`src/rtl/absd_pkg.sv`:
```
package absd_pkg;

	localparam int BYTE_W    = 8;
	localparam int SMP_W     = 16;
	localparam int COEF_W    = 8;
	localparam int PROD_W    = SMP_W + COEF_W;
	localparam int ACC_W     = 20;
	localparam int COEF_FRAC = 6;
	localparam int POS_W     = 4;
	localparam int SHIFT_W   = 4;
	localparam int FILT_W    = 3;

	localparam logic [POS_W-1:0] POS_HEADER = POS_W'(0);
	localparam logic [POS_W-1:0] POS_FLAGS  = POS_W'(1);
	localparam logic [POS_W-1:0] POS_LAST   = POS_W'(15);

	localparam logic [SHIFT_W-1:0] SHIFT_MAX  = SHIFT_W'(12);
	localparam logic [SHIFT_W-1:0] SHIFT_OVER = SHIFT_W'(9);
	localparam logic [FILT_W-1:0]  FILT_MAX   = FILT_W'(4);

	localparam logic signed [ACC_W-1:0] ACC_SMP_MIN = ACC_W'(-32768);
	localparam logic signed [ACC_W-1:0] ACC_SMP_MAX = ACC_W'(32767);
	localparam logic signed [SMP_W-1:0] SMP_MIN     = SMP_W'(-32768);
	localparam logic signed [SMP_W-1:0] SMP_MAX     = SMP_W'(32767);

	typedef struct packed {
		logic signed [SMP_W-1:0]  sample;
		logic signed [COEF_W-1:0] coef;
		logic signed [ACC_W-1:0]  addend;
	} mac_op_t;

	function automatic logic signed [COEF_W-1:0] coef_pos(input logic [FILT_W-1:0] f);
		case (f)
			3'd0:    coef_pos = COEF_W'(0);
			3'd1:    coef_pos = COEF_W'(60);
			3'd2:    coef_pos = COEF_W'(115);
			3'd3:    coef_pos = COEF_W'(98);
			default: coef_pos = COEF_W'(122);
		endcase
	endfunction

	function automatic logic signed [COEF_W-1:0] coef_neg(input logic [FILT_W-1:0] f);
		case (f)
			3'd0:    coef_neg = COEF_W'(0);
			3'd1:    coef_neg = COEF_W'(0);
			3'd2:    coef_neg = COEF_W'(-52);
			3'd3:    coef_neg = COEF_W'(-55);
			default: coef_neg = COEF_W'(-60);
		endcase
	endfunction

	function automatic logic signed [SMP_W-1:0] sat16(input logic signed [ACC_W-1:0] v);
		if (v < ACC_SMP_MIN)
			sat16 = SMP_MIN;
		else if (v > ACC_SMP_MAX)
			sat16 = SMP_MAX;
		else
			sat16 = v[SMP_W-1:0];
	endfunction

endpackage

```
`src/rtl/absd_byte_if.sv`:
```
interface absd_byte_if;
	logic       valid;
	logic       ready;
	logic [7:0] data_byte;

	modport source (output valid, output data_byte, input ready);
	modport sink   (input valid, input data_byte, output ready);
endinterface

```
`src/rtl/absd_sample_if.sv`:
```
interface absd_sample_if;
	logic               valid;
	logic               ready;
	logic signed [15:0] sample_first;
	logic signed [15:0] sample_second;
	logic [7:0]         block_flags;
	logic               last_in_block;

	modport source (output valid, output sample_first, output sample_second,
		output block_flags, output last_in_block, input ready);
	modport sink   (input valid, input sample_first, input sample_second,
		input block_flags, input last_in_block, output ready);
endinterface

```
`src/rtl/adpcm_block_sample_decoder.sv`:
```
// ADPCM block sample decoder.
// Feed the 16-byte blocks on "bytes", one byte per word: header byte (shift
// and filter), flags byte, then 14 data bytes. Blocks follow each other with
// no gap; the byte position wraps from 15 to 0.
// Header and flags bytes are only stored and give no result.
// Each data byte gives one word on "samples": the low-nibble sample, the
// high-nibble sample, the flags of the current block and a last-in-block mark.
// A data byte runs four passes through one shared multiply-add unit (newest
// and older history taps for each nibble), then the output register is loaded
// in ST_DONE; a new byte is accepted only after that load, since bytes.ready
// is high only in ST_IDLE.
// If the receiver stalls, the result is held in the output register; the
// next byte is still accepted and decoded, and the block holds before loading
// its result until the output register is free, with bytes.ready low.
// Reset clears the byte position, the history, the shift, the filter and the
// flags to zero, and leaves no result pending.
module adpcm_block_sample_decoder (
	input  logic          clk,
	input  logic          arst_n,
	absd_byte_if.sink     bytes,
	absd_sample_if.source samples
);
	import absd_pkg::*;

	typedef enum logic [1:0] {
		ST_IDLE,
		ST_PRED_NEW,
		ST_PRED_OLD,
		ST_DONE
	} state_t;

	state_t                   state_q;
	logic [POS_W-1:0]         pos_q;
	logic signed [SMP_W-1:0]  hist_new_q;
	logic signed [SMP_W-1:0]  hist_old_q;
	logic [SHIFT_W-1:0]       shift_q;
	logic [FILT_W-1:0]        filter_q;
	logic [BYTE_W-1:0]        flags_q;
	logic [BYTE_W-1:0]        byte_q;
	logic                     nib_hi_q;
	logic                     last_q;
	logic signed [ACC_W-1:0]  acc_q;
	logic signed [SMP_W-1:0]  first_q;
	logic signed [SMP_W-1:0]  second_q;

	logic                     out_valid_q;
	logic signed [SMP_W-1:0]  out_first_q;
	logic signed [SMP_W-1:0]  out_second_q;
	logic [BYTE_W-1:0]        out_flags_q;
	logic                     out_last_q;

	logic [3:0]               hdr_shift;
	logic [FILT_W-1:0]        hdr_filt;
	logic signed [3:0]        nib;
	logic signed [ACC_W-1:0]  nib_ext;
	mac_op_t                  op;
	logic signed [ACC_W-1:0]  sum;
	logic signed [SMP_W-1:0]  sat;
	logic                     out_load;

	assign hdr_shift = bytes.data_byte[3:0];
	assign hdr_filt  = bytes.data_byte[6:4];
	assign nib       = nib_hi_q ? byte_q[7:4] : byte_q[3:0];
	assign nib_ext   = ACC_W'(nib);

	always_comb begin
		if (state_q == ST_PRED_OLD) begin
			op.sample = hist_old_q;
			op.coef   = coef_neg(filter_q);
			op.addend = acc_q;
		end else begin
			op.sample = hist_new_q;
			op.coef   = coef_pos(filter_q);
			op.addend = nib_ext <<< shift_q;
		end
	end

	absd_mac u_mac (
		.op  (op),
		.sum (sum)
	);

	assign sat = sat16(sum);

	assign out_load = (state_q == ST_DONE) && (!out_valid_q || samples.ready);

	assign bytes.ready           = (state_q == ST_IDLE);
	assign samples.valid         = out_valid_q;
	assign samples.sample_first  = out_first_q;
	assign samples.sample_second = out_second_q;
	assign samples.block_flags   = out_flags_q;
	assign samples.last_in_block = out_last_q;

	always_ff @(posedge clk or negedge arst_n) begin
		if (!arst_n) begin
			state_q     <= ST_IDLE;
			pos_q       <= '0;
			hist_new_q  <= '0;
			hist_old_q  <= '0;
			shift_q     <= '0;
			filter_q    <= '0;
			flags_q     <= '0;
			nib_hi_q    <= 1'b0;
			out_valid_q <= 1'b0;
		end else begin
			if (out_load)
				out_valid_q <= 1'b1;
			else if (samples.ready)
				out_valid_q <= 1'b0;
			case (state_q)
				ST_IDLE: begin
					if (bytes.valid) begin
						pos_q <= pos_q + POS_W'(1);
						if (pos_q == POS_HEADER) begin
							shift_q  <= (hdr_shift > SHIFT_MAX) ? SHIFT_OVER
								: SHIFT_MAX - hdr_shift;
							filter_q <= (hdr_filt > FILT_MAX) ? FILT_MAX : hdr_filt;
						end else if (pos_q == POS_FLAGS) begin
							flags_q <= bytes.data_byte;
						end else begin
							byte_q   <= bytes.data_byte;
							last_q   <= (pos_q == POS_LAST);
							nib_hi_q <= 1'b0;
							state_q  <= ST_PRED_NEW;
						end
					end
				end
				ST_PRED_NEW: begin
					acc_q   <= sum;
					state_q <= ST_PRED_OLD;
				end
				ST_PRED_OLD: begin
					hist_old_q <= hist_new_q;
					hist_new_q <= sat;
					if (!nib_hi_q) begin
						first_q  <= sat;
						nib_hi_q <= 1'b1;
						state_q  <= ST_PRED_NEW;
					end else begin
						second_q <= sat;
						state_q  <= ST_DONE;
					end
				end
				ST_DONE: begin
					if (out_load) begin
						out_first_q  <= first_q;
						out_second_q <= second_q;
						out_flags_q  <= flags_q;
						out_last_q   <= last_q;
						state_q      <= ST_IDLE;
					end
				end
				default: state_q <= ST_IDLE;
			endcase
		end
	end
endmodule

```
`src/rtl/absd_mac.sv`:
```
module absd_mac (
	input  absd_pkg::mac_op_t                  op,
	output logic signed [absd_pkg::ACC_W-1:0]  sum
);
	import absd_pkg::*;

	logic signed [PROD_W-1:0] prod;

	assign prod = op.sample * op.coef;
	assign sum  = op.addend + ACC_W'(prod >>> COEF_FRAC);
endmodule

```
`src/flat_wrapper.sv`:
```
// flat-port wrapper written by rule: the top's interface ports become plain ports
module adpcm_block_sample_decoder_flat import absd_pkg::*;
  (clk, arst_n, bytes_valid, bytes_data_byte, bytes_ready, samples_valid, samples_sample_first, samples_sample_second, samples_block_flags, samples_last_in_block, samples_ready);
  absd_byte_if bytes_i ();
  absd_sample_if samples_i ();
  input  logic clk;
  input  logic arst_n;
  input wire logic [$bits(bytes_i.valid)-1:0] bytes_valid;
  input wire logic [$bits(bytes_i.data_byte)-1:0] bytes_data_byte;
  output wire logic [$bits(bytes_i.ready)-1:0] bytes_ready;
  output wire logic [$bits(samples_i.valid)-1:0] samples_valid;
  output wire logic [$bits(samples_i.sample_first)-1:0] samples_sample_first;
  output wire logic [$bits(samples_i.sample_second)-1:0] samples_sample_second;
  output wire logic [$bits(samples_i.block_flags)-1:0] samples_block_flags;
  output wire logic [$bits(samples_i.last_in_block)-1:0] samples_last_in_block;
  input wire logic [$bits(samples_i.ready)-1:0] samples_ready;
  assign bytes_i.valid = bytes_valid;
  assign bytes_i.data_byte = bytes_data_byte;
  assign bytes_ready = bytes_i.ready;
  assign samples_valid = samples_i.valid;
  assign samples_sample_first = samples_i.sample_first;
  assign samples_sample_second = samples_i.sample_second;
  assign samples_block_flags = samples_i.block_flags;
  assign samples_last_in_block = samples_i.last_in_block;
  assign samples_i.ready = samples_ready;
  adpcm_block_sample_decoder u_core (.clk(clk), .arst_n(arst_n), .bytes(bytes_i), .samples(samples_i));
endmodule
```
`config.mk`:
```
export PLATFORM = sky130hd
export DESIGN_NAME = adpcm_block_sample_decoder_flat
export DESIGN_NICKNAME = d
export VERILOG_FILES = /design/src/rtl/absd_pkg.sv /design/src/rtl/absd_byte_if.sv /design/src/rtl/absd_sample_if.sv /design/src/rtl/adpcm_block_sample_decoder.sv /design/src/rtl/absd_mac.sv /design/src/flat_wrapper.sv
export SDC_FILE = /design/constraint.sdc
export NUM_CORES = 1
export LEC_CHECK = 0
export ABC_CLOCK_PERIOD_IN_PS = 9900
export BUFFER_PORTS_ARGS = -buffer_cell sky130_fd_sc_hd__buf_2
export CAP_MARGIN = 30
export CELL_PAD_IN_SITES_DETAIL_PLACEMENT = 1
export CELL_PAD_IN_SITES_GLOBAL_PLACEMENT = 2
export CORE_MARGIN = 2
export CORE_UTILIZATION = 42
export DETAILED_ROUTE_END_ITERATION = 6
export HOLD_SLACK_MARGIN = 0.02
export PLACE_DENSITY_LB_ADDON = 0.1
export RECOVER_POWER = 25
export SYNTH_ARGS = -nofsm -noshare
export SYNTH_HDL_FRONTEND = slang
export SYNTH_SLANG_ARGS = --single-unit
```
`constraint.sdc`:
```
create_clock -name clk -period 9.9 [get_ports clk]
set_input_delay 1.485 -clock clk [delete_from_list [all_inputs] [get_ports clk]]
set_output_delay 1.485 -clock clk [all_outputs]
set_load 0.02 [all_outputs]
```
Word-level counts from Yosys, hierarchy flattened
Cells that the tools add are included.
- bits in registers: 157
- bits of input ports: 12
- output and inout port bits: 43
- word-level logic and storage cells: 81
- $add $sub $neg: 3
- multipliers: 1
- order comparisons: 4
- eq/ne operators: 12
- shift-type cells: 1
- muxes and demuxes: 20
- bitwise gates (word level): 3
- reduce and logical (&&, ||, !) cells: 19
- operators with widths (operator ; number):
    $mux 44 ; 1
    $mux 16 ; 2
    $pmux 7 s4 ; 1
    $mul 16x8->24 ; 1
    $pmux 8 s3 ; 1
    $add 20x18->20 ; 1
    $gt 20x16->1 const B ; 1
    $lt 20x16->1 const B ; 1
    $sshl 4x4->20 ; 1
    $reduce_and 3->1 ; 4
    $reduce_and 4->1 ; 3
    $mux 2 ; 5
    $mux 4 ; 2
    $pmux 2 s4 ; 1
    $eq 3x2->1 const B ; 2
    $ne 2x2->1 const B ; 3
    $mux 1 ; 5
    $reduce_and 5->1 ; 1
    $add 4x1->4 const B ; 1
    $eq 2x2->1 const B ; 2
    $eq 4x1->1 const B ; 1
    $eq 4x4->1 const B ; 1
    $gt 4x4->1 const B ; 1
    $logic_not 4->1 ; 1
    16 further kinds ; 20

Depth between registers and ports, before layout
- word-level depth: 9
- gate-level depth with buffers: 37
- depth with buffers taken out: 33

Cells and area by module
A second synthesis with hierarchy kept.
- cell total of the unflattened synthesis: 1141
- area total of the unflattened synthesis: 11643.7 sq um
- by module, submodules not included (module ; instances ; cells each ; area each (sq um) ; sequential area each (sq um)):
    adpcm_block_sample_decoder ; 1 ; 516 ; 6367.4 ; 4439.3
    absd_mac ; 1 ; 625 ; 5276.3 ; 0.0

Worst setup path before layout
Ideal clock, no wire load.
- path kind: reg2reg
- start point: reg u_core.state_q[0]
- end point: reg u_core.hist_new_q[8]
- library setup time: 154 ps
- arrival time: 8031 ps
- slack: 1715 ps
- stages on the path, launching flop included: 35
- buffers on the path: 6
- period minus slack after synthesis: 8185 ps
- cells stage by stage: dfrtp_1 buf_2 nand2b_1 buf_2 clkbuf_1 clkbuf_1 clkbuf_1 nand3_1 fa_1 fa_1 inv_1 fa_1 inv_1 fa_1 inv_1 ha_1 a21o_1 o21a_1 and2_1 a31o_2 and2_1 o21ai_0 nand2b_1 xor2_1 ha_1 o211ai_1 a21oi_1 o22ai_1 o31ai_4 or3b_1 o211a_2 or3_4 a221oi_4 buf_6 a311oi_1
- word-level cells in the longest chain between the ends: 7
- ends and longest elaborated chain (element ; RTL line ; RTL):
    start, declared ; adpcm_block_sample_decoder.sv:32 ; state_t state_q;
    start signal, assigned ; adpcm_block_sample_decoder.sv:96 ; state_q <= ST_IDLE;
    start signal, assigned ; adpcm_block_sample_decoder.sv:124 ; state_q <= ST_PRED_NEW;
    start signal, assigned ; adpcm_block_sample_decoder.sv:130 ; state_q <= ST_PRED_OLD;
    $eq 2x2->1 (*) ; adpcm_block_sample_decoder.sv:67, adpcm_block_sample_decoder.sv:110 ;
    $mux 44 ; adpcm_block_sample_decoder.sv:67 ; if (state_q == ST_PRED_OLD) begin
    $mul 16x8->24 ; absd_mac.sv:9 ; assign prod = op.sample * op.coef;
    $add 20x18->20 ; absd_mac.sv:10 ; assign sum = op.addend + ACC_W'(prod >>> COEF_FRAC);
    $gt 20x16->1 ; absd_pkg.sv:55 ; else if (v > ACC_SMP_MAX)
    $mux 16 ; absd_pkg.sv:55 ;
    $mux 16 ; absd_pkg.sv:53 ; if (v < ACC_SMP_MIN)
    end signal, assigned ; adpcm_block_sample_decoder.sv:134 ; hist_new_q <= sat;
    end, declared ; adpcm_block_sample_decoder.sv:34 ; logic signed [SMP_W-1:0] hist_new_q;
Mark *: on every way between the ends. The rest lies on a longest branch, timed or not.
A chain may end at the register's enable or synchronous reset.

Worst setup path in the final report
- start point: reg u_core.state_q[0]
- end point: reg u_core.second_q[7] (data pin)
- word-level cells in the longest chain between the ends: 7
- ends and longest elaborated chain (element ; RTL line ; RTL):
    $eq 2x2->1 (*) ; adpcm_block_sample_decoder.sv:67 ;
    $mux 44 (*) ; adpcm_block_sample_decoder.sv:67 ;
    $mul 16x8->24 ; absd_mac.sv:9 ;
    $add 20x18->20 (*) ; absd_mac.sv:10 ;
    $gt 20x16->1 ; absd_pkg.sv:55 ;
    $mux 16 ; absd_pkg.sv:55 ;
    $mux 16 (*) ; absd_pkg.sv:53 ;
    via u_core.sat[7] ; adpcm_block_sample_decoder.sv:58 ; logic signed [SMP_W-1:0] sat;
    end signal, assigned ; adpcm_block_sample_decoder.sv:140 ; second_q <= sat;
    end, declared ; adpcm_block_sample_decoder.sv:44 ; logic signed [SMP_W-1:0] second_q;
Mark *: on every way through the listed nets, which the timed path passes. The rest lies on a longest branch.

==> flow_metrics.env <==
export IMPL_cts_clk_slew_worst_paths_ns=0.07
export IMPL_r2r_start="u_core.state_q[0]"
export IMPL_grt_overflow_total=0
export IMPL_grt_max_degree=65
export IMPL_ys_ff_latch=157
export IMPL_dp_hpwl_um=23700
export IMPL_cts_tree="yes"
export IMPL_synthesis_nets=1325
export IMPL_async_flop_share_pct=35.0
export IMPL_grt_pass1_wl_um=49600
export IMPL_first_pass_iters=4
export IMPL_synth_seq_area_share_pct=37.6
export IMPL_start_util_pct=42.6
export IMPL_cp_start_kind="register"
export IMPL_core_area_mm2=0.0277
export IMPL_ff2ff_path_depth=30
export IMPL_die_area_mm2=0.0295
export IMPL_nets=1379
export IMPL_ys_warnings_count=0
export IMPL_cpMostUsedCell="fa_1"
export IMPL_synth_cell_area_mm2=0.0118
export IMPL_hp_start="u_core.second_q[3]"
export IMPL_synth_cell_types=72
export IMPL_place_congestion=0.848
export IMPL_die_w_um=172
export IMPL_yosysTopAreaCellShare_pct=25.9
export IMPL_min_path_cells=0
export IMPL_drive_gt1_share_pct=12.5
export IMPL_worstSkewPairLatency_ns=0.43
export IMPL_antenna_found_initial=0
export IMPL_setup_tns_ns=0
export IMPL_first_iter_violations=399
export IMPL_netlist_top_cells_area="edfxtp_1, fa_1, dfrtp_1, ha_1, inv_1"
export IMPL_crit_slowest_cell="fa_1"
export IMPL_violations="max-capacitance violations, max-slew violations"
export IMPL_max_stage_delay_ns=0.58
export IMPL_nFillCells=3108
export IMPL_layout_cells_non_filler=1590
export IMPL_htree_levels=4
export IMPL_crit_family="adder cells"
export IMPL_post_route_drc_count=0
export IMPL_drv_slew=47
export IMPL_arrival_ns=9.21
export IMPL_grt_pass1_vias=8953
export IMPL_grt_usage_pct=22.2
export IMPL_critPathBufInv=4
export IMPL_antenna_cells=0
export IMPL_period_share_pct=91.6
export IMPL_min_path_type="reg2reg"
export IMPL_final_hold_violation_count=0
export IMPL_cts_path_max_buffers=2
export IMPL_r2r_slack_ns=0.83
export IMPL_vias_per_cell=5.18
export IMPL_ctsRootBufferMaster="clkbuf_16"
export IMPL_vias=8232
export IMPL_place_inst=1558
export IMPL_hold_end="u_core.samples.sample_second[3]"
export IMPL_final_setup_viol_count=0
export IMPL_worstMarginPinSlew_ns=2.79
export IMPL_rsz0062_at_grt="no"
export IMPL_max_cap_violations=1
export IMPL_end_kind="register"
export IMPL_critical_path_required_ns=10.04
export IMPL_cts_setup_buffers=0
export IMPL_placementRows=61
export IMPL_fmax_mhz=110
export IMPL_synthFlopType="edfxtp_1"
export IMPL_syn_instance_count=1145
export IMPL_relSlewSlack_pct=-85.7
export IMPL_syn2layout_area_growth_pct=11.4
export IMPL_cp_max_fo=30
export IMPL_wl_um=30300
export IMPL_ant_nets=0
export IMPL_r2r_end="u_core.second_q[7]"
export IMPL_numClockSinks=157
export IMPL_status="complete, but fails checks"
export IMPL_portBuffers=54
export IMPL_wl_per_cell_um=19.1
export IMPL_synth_avg_cell_area_um2=10.3
export IMPL_critPathKind="reg2reg"
export IMPL_clock_skew_final_ns=0.0143
export IMPL_fin_crit_ns=9.07
export IMPL_die_y_um=172
export IMPL_synth_top_area_cell="edfxtp_1"
export IMPL_numCtsBuffers=17
export IMPL_synth_edff_count=102
export IMPL_ioPinCount=55
registers in the layout, indices dropped and copies added (netlist names):
name,count
u_core.acc_q,20
u_core.first_q,16
u_core.hist_new_q,16
u_core.hist_old_q,16
u_core.samples.sample_first,16
u_core.samples.sample_second,16
u_core.second_q,16
u_core.byte_q,8
u_core.flags_q,8
u_core.samples.block_flags,8
u_core.pos_q,4
u_core.shift_q,4
u_core.filter_q,3
u_core.state_q,2
u_core.last_q,1
u_core.nib_hi_q,1
u_core.samples.last_in_block,1
u_core.samples.valid,1
through the flow:
stage,hold slack [ns],instance area [um2],util (%),setup WS [ns]
global placement,0.403,12500,45.3,0.980
global route,0.429,13200,47.5,0.0142
floorplan,0.400,11800,-,1.71
detailed placement,0.406,12600,45.4,0.655
CTS,0.423,13200,47.5,0.516
finish,0.421,13200,47.5,0.827
Yosys cell counts, types with 3 or more instances:
master,number
nand3_1,14
or2_2,15
nor3b_1,5
a31oi_1,4
and3_1,20
xnor2_1,30
and2_1,17
a21o_1,19
o21bai_1,4
dfrtp_1,55
ha_1,66
buf_1,5
a211oi_2,3
xor2_1,8
o21ai_0,29
a311oi_1,9
inv_1,166
o21a_1,11
edfxtp_1,102
nor2b_1,9
buf_2,5
clkbuf_1,24
a2111oi_0,3
a311oi_2,8
a211oi_1,9
nand2b_1,14
o21ai_1,6
mux2_2,8
nand2_1,102
or3_1,7
o211ai_1,3
fa_1,102
nor2_1,144
nor3_1,8
a21oi_1,44
mux2i_1,21
o31ai_1,3
layer usage:
| metal | global-route usage [%] | share of wire [%] |
|---|---|---|
| met5 | 0 | 0 |
| met4 | 5.38 | 1.8 |
| met3 | 4.00 | 3.0 |
| met2 | 38.5 | 50 |
| met1 | 28.9 | 45 |
cell families (layout without fill, tap and decap cells):
group,Yosys count,in the layout,synth area share (%)
adder cells (fa/ha/maj),168,168,24.3
buffers and inverters,204,271,6.73
multiplexers,34,34,3.30
AND/OR/NAND/NOR,366,366,14.1
AO/OA/AOI/OAI,177,177,11.0
XOR/XNOR,39,39,2.96
flip-flops,157,157,37.6
what timing repair did:
| action | 4_1_cts | 5_1_grt |
|---|---|---|
| gates resized for setup | 0 | 1 |
| endpoints found under the setup margin | 0 | 45 |
| hold buffers | 0 | 0 |
area by class of cell:
cell class,instances,area [um2],share of cell area (%)
Tap cell,378,473,3.60
Multi-Input combinational cell,784,6610,50.3
Inverter,166,623,4.74
Sequential cell,157,4440,33.8
Timing Repair Buffer,73,407,3.09
Clock buffer,18,429,3.26
Clock inverter,14,169,1.28
worst max path at each step:
| stage | startpoint | endpoint | slack, ns | depth (start not counted) |
|---|---|---|---|---|
| floorplan | u_core.state_q[0] | u_core.hist_new_q[8] | 1.71 | 34 |
| global placement | u_core.state_q[0] | u_core.first_q[1] | 0.98 | 30 |
| detailed placement | u_core.state_q[0] | u_core.first_q[7] | 0.65 | 30 |
| CTS | u_core.state_q[0] | u_core.second_q[7] | 0.52 | 30 |
| global route | u_core.state_q[0] | u_core.second_q[7] | 0.01 | 30 |
| finish | u_core.state_q[0] | u_core.second_q[7] | 0.83 | 30 |
cell usage in the layout, fill, tap and decap left out, drive strengths merged, types with 8 or more instances in the layout:
master | netlist | routed
edfxtp | 102 | 102
o21ai | 35 | 35
nand2b | 14 | 14
o21a | 11 | 11
xnor2 | 31 | 31
inv | 166 | 174
or3 | 8 | 8
xor2 | 8 | 8
a21o | 19 | 19
a21oi | 44 | 44
fa | 102 | 102
nor2b | 9 | 9
nor2 | 145 | 145
buf | 14 | 62
nand2 | 102 | 102
and3 | 20 | 20
clkbuf | 24 | 29
mux2 | 10 | 10
nand3 | 14 | 14
dfrtp | 55 | 55
or2 | 15 | 15
and2 | 18 | 18
a311oi | 17 | 17
nor3 | 9 | 9
mux2i | 23 | 23
a211oi | 13 | 13
ha | 66 | 66
Power is left out: the tool's default activity adds up to more than one toggle a clock period on the data nets, which glitch-free logic cannot reach.
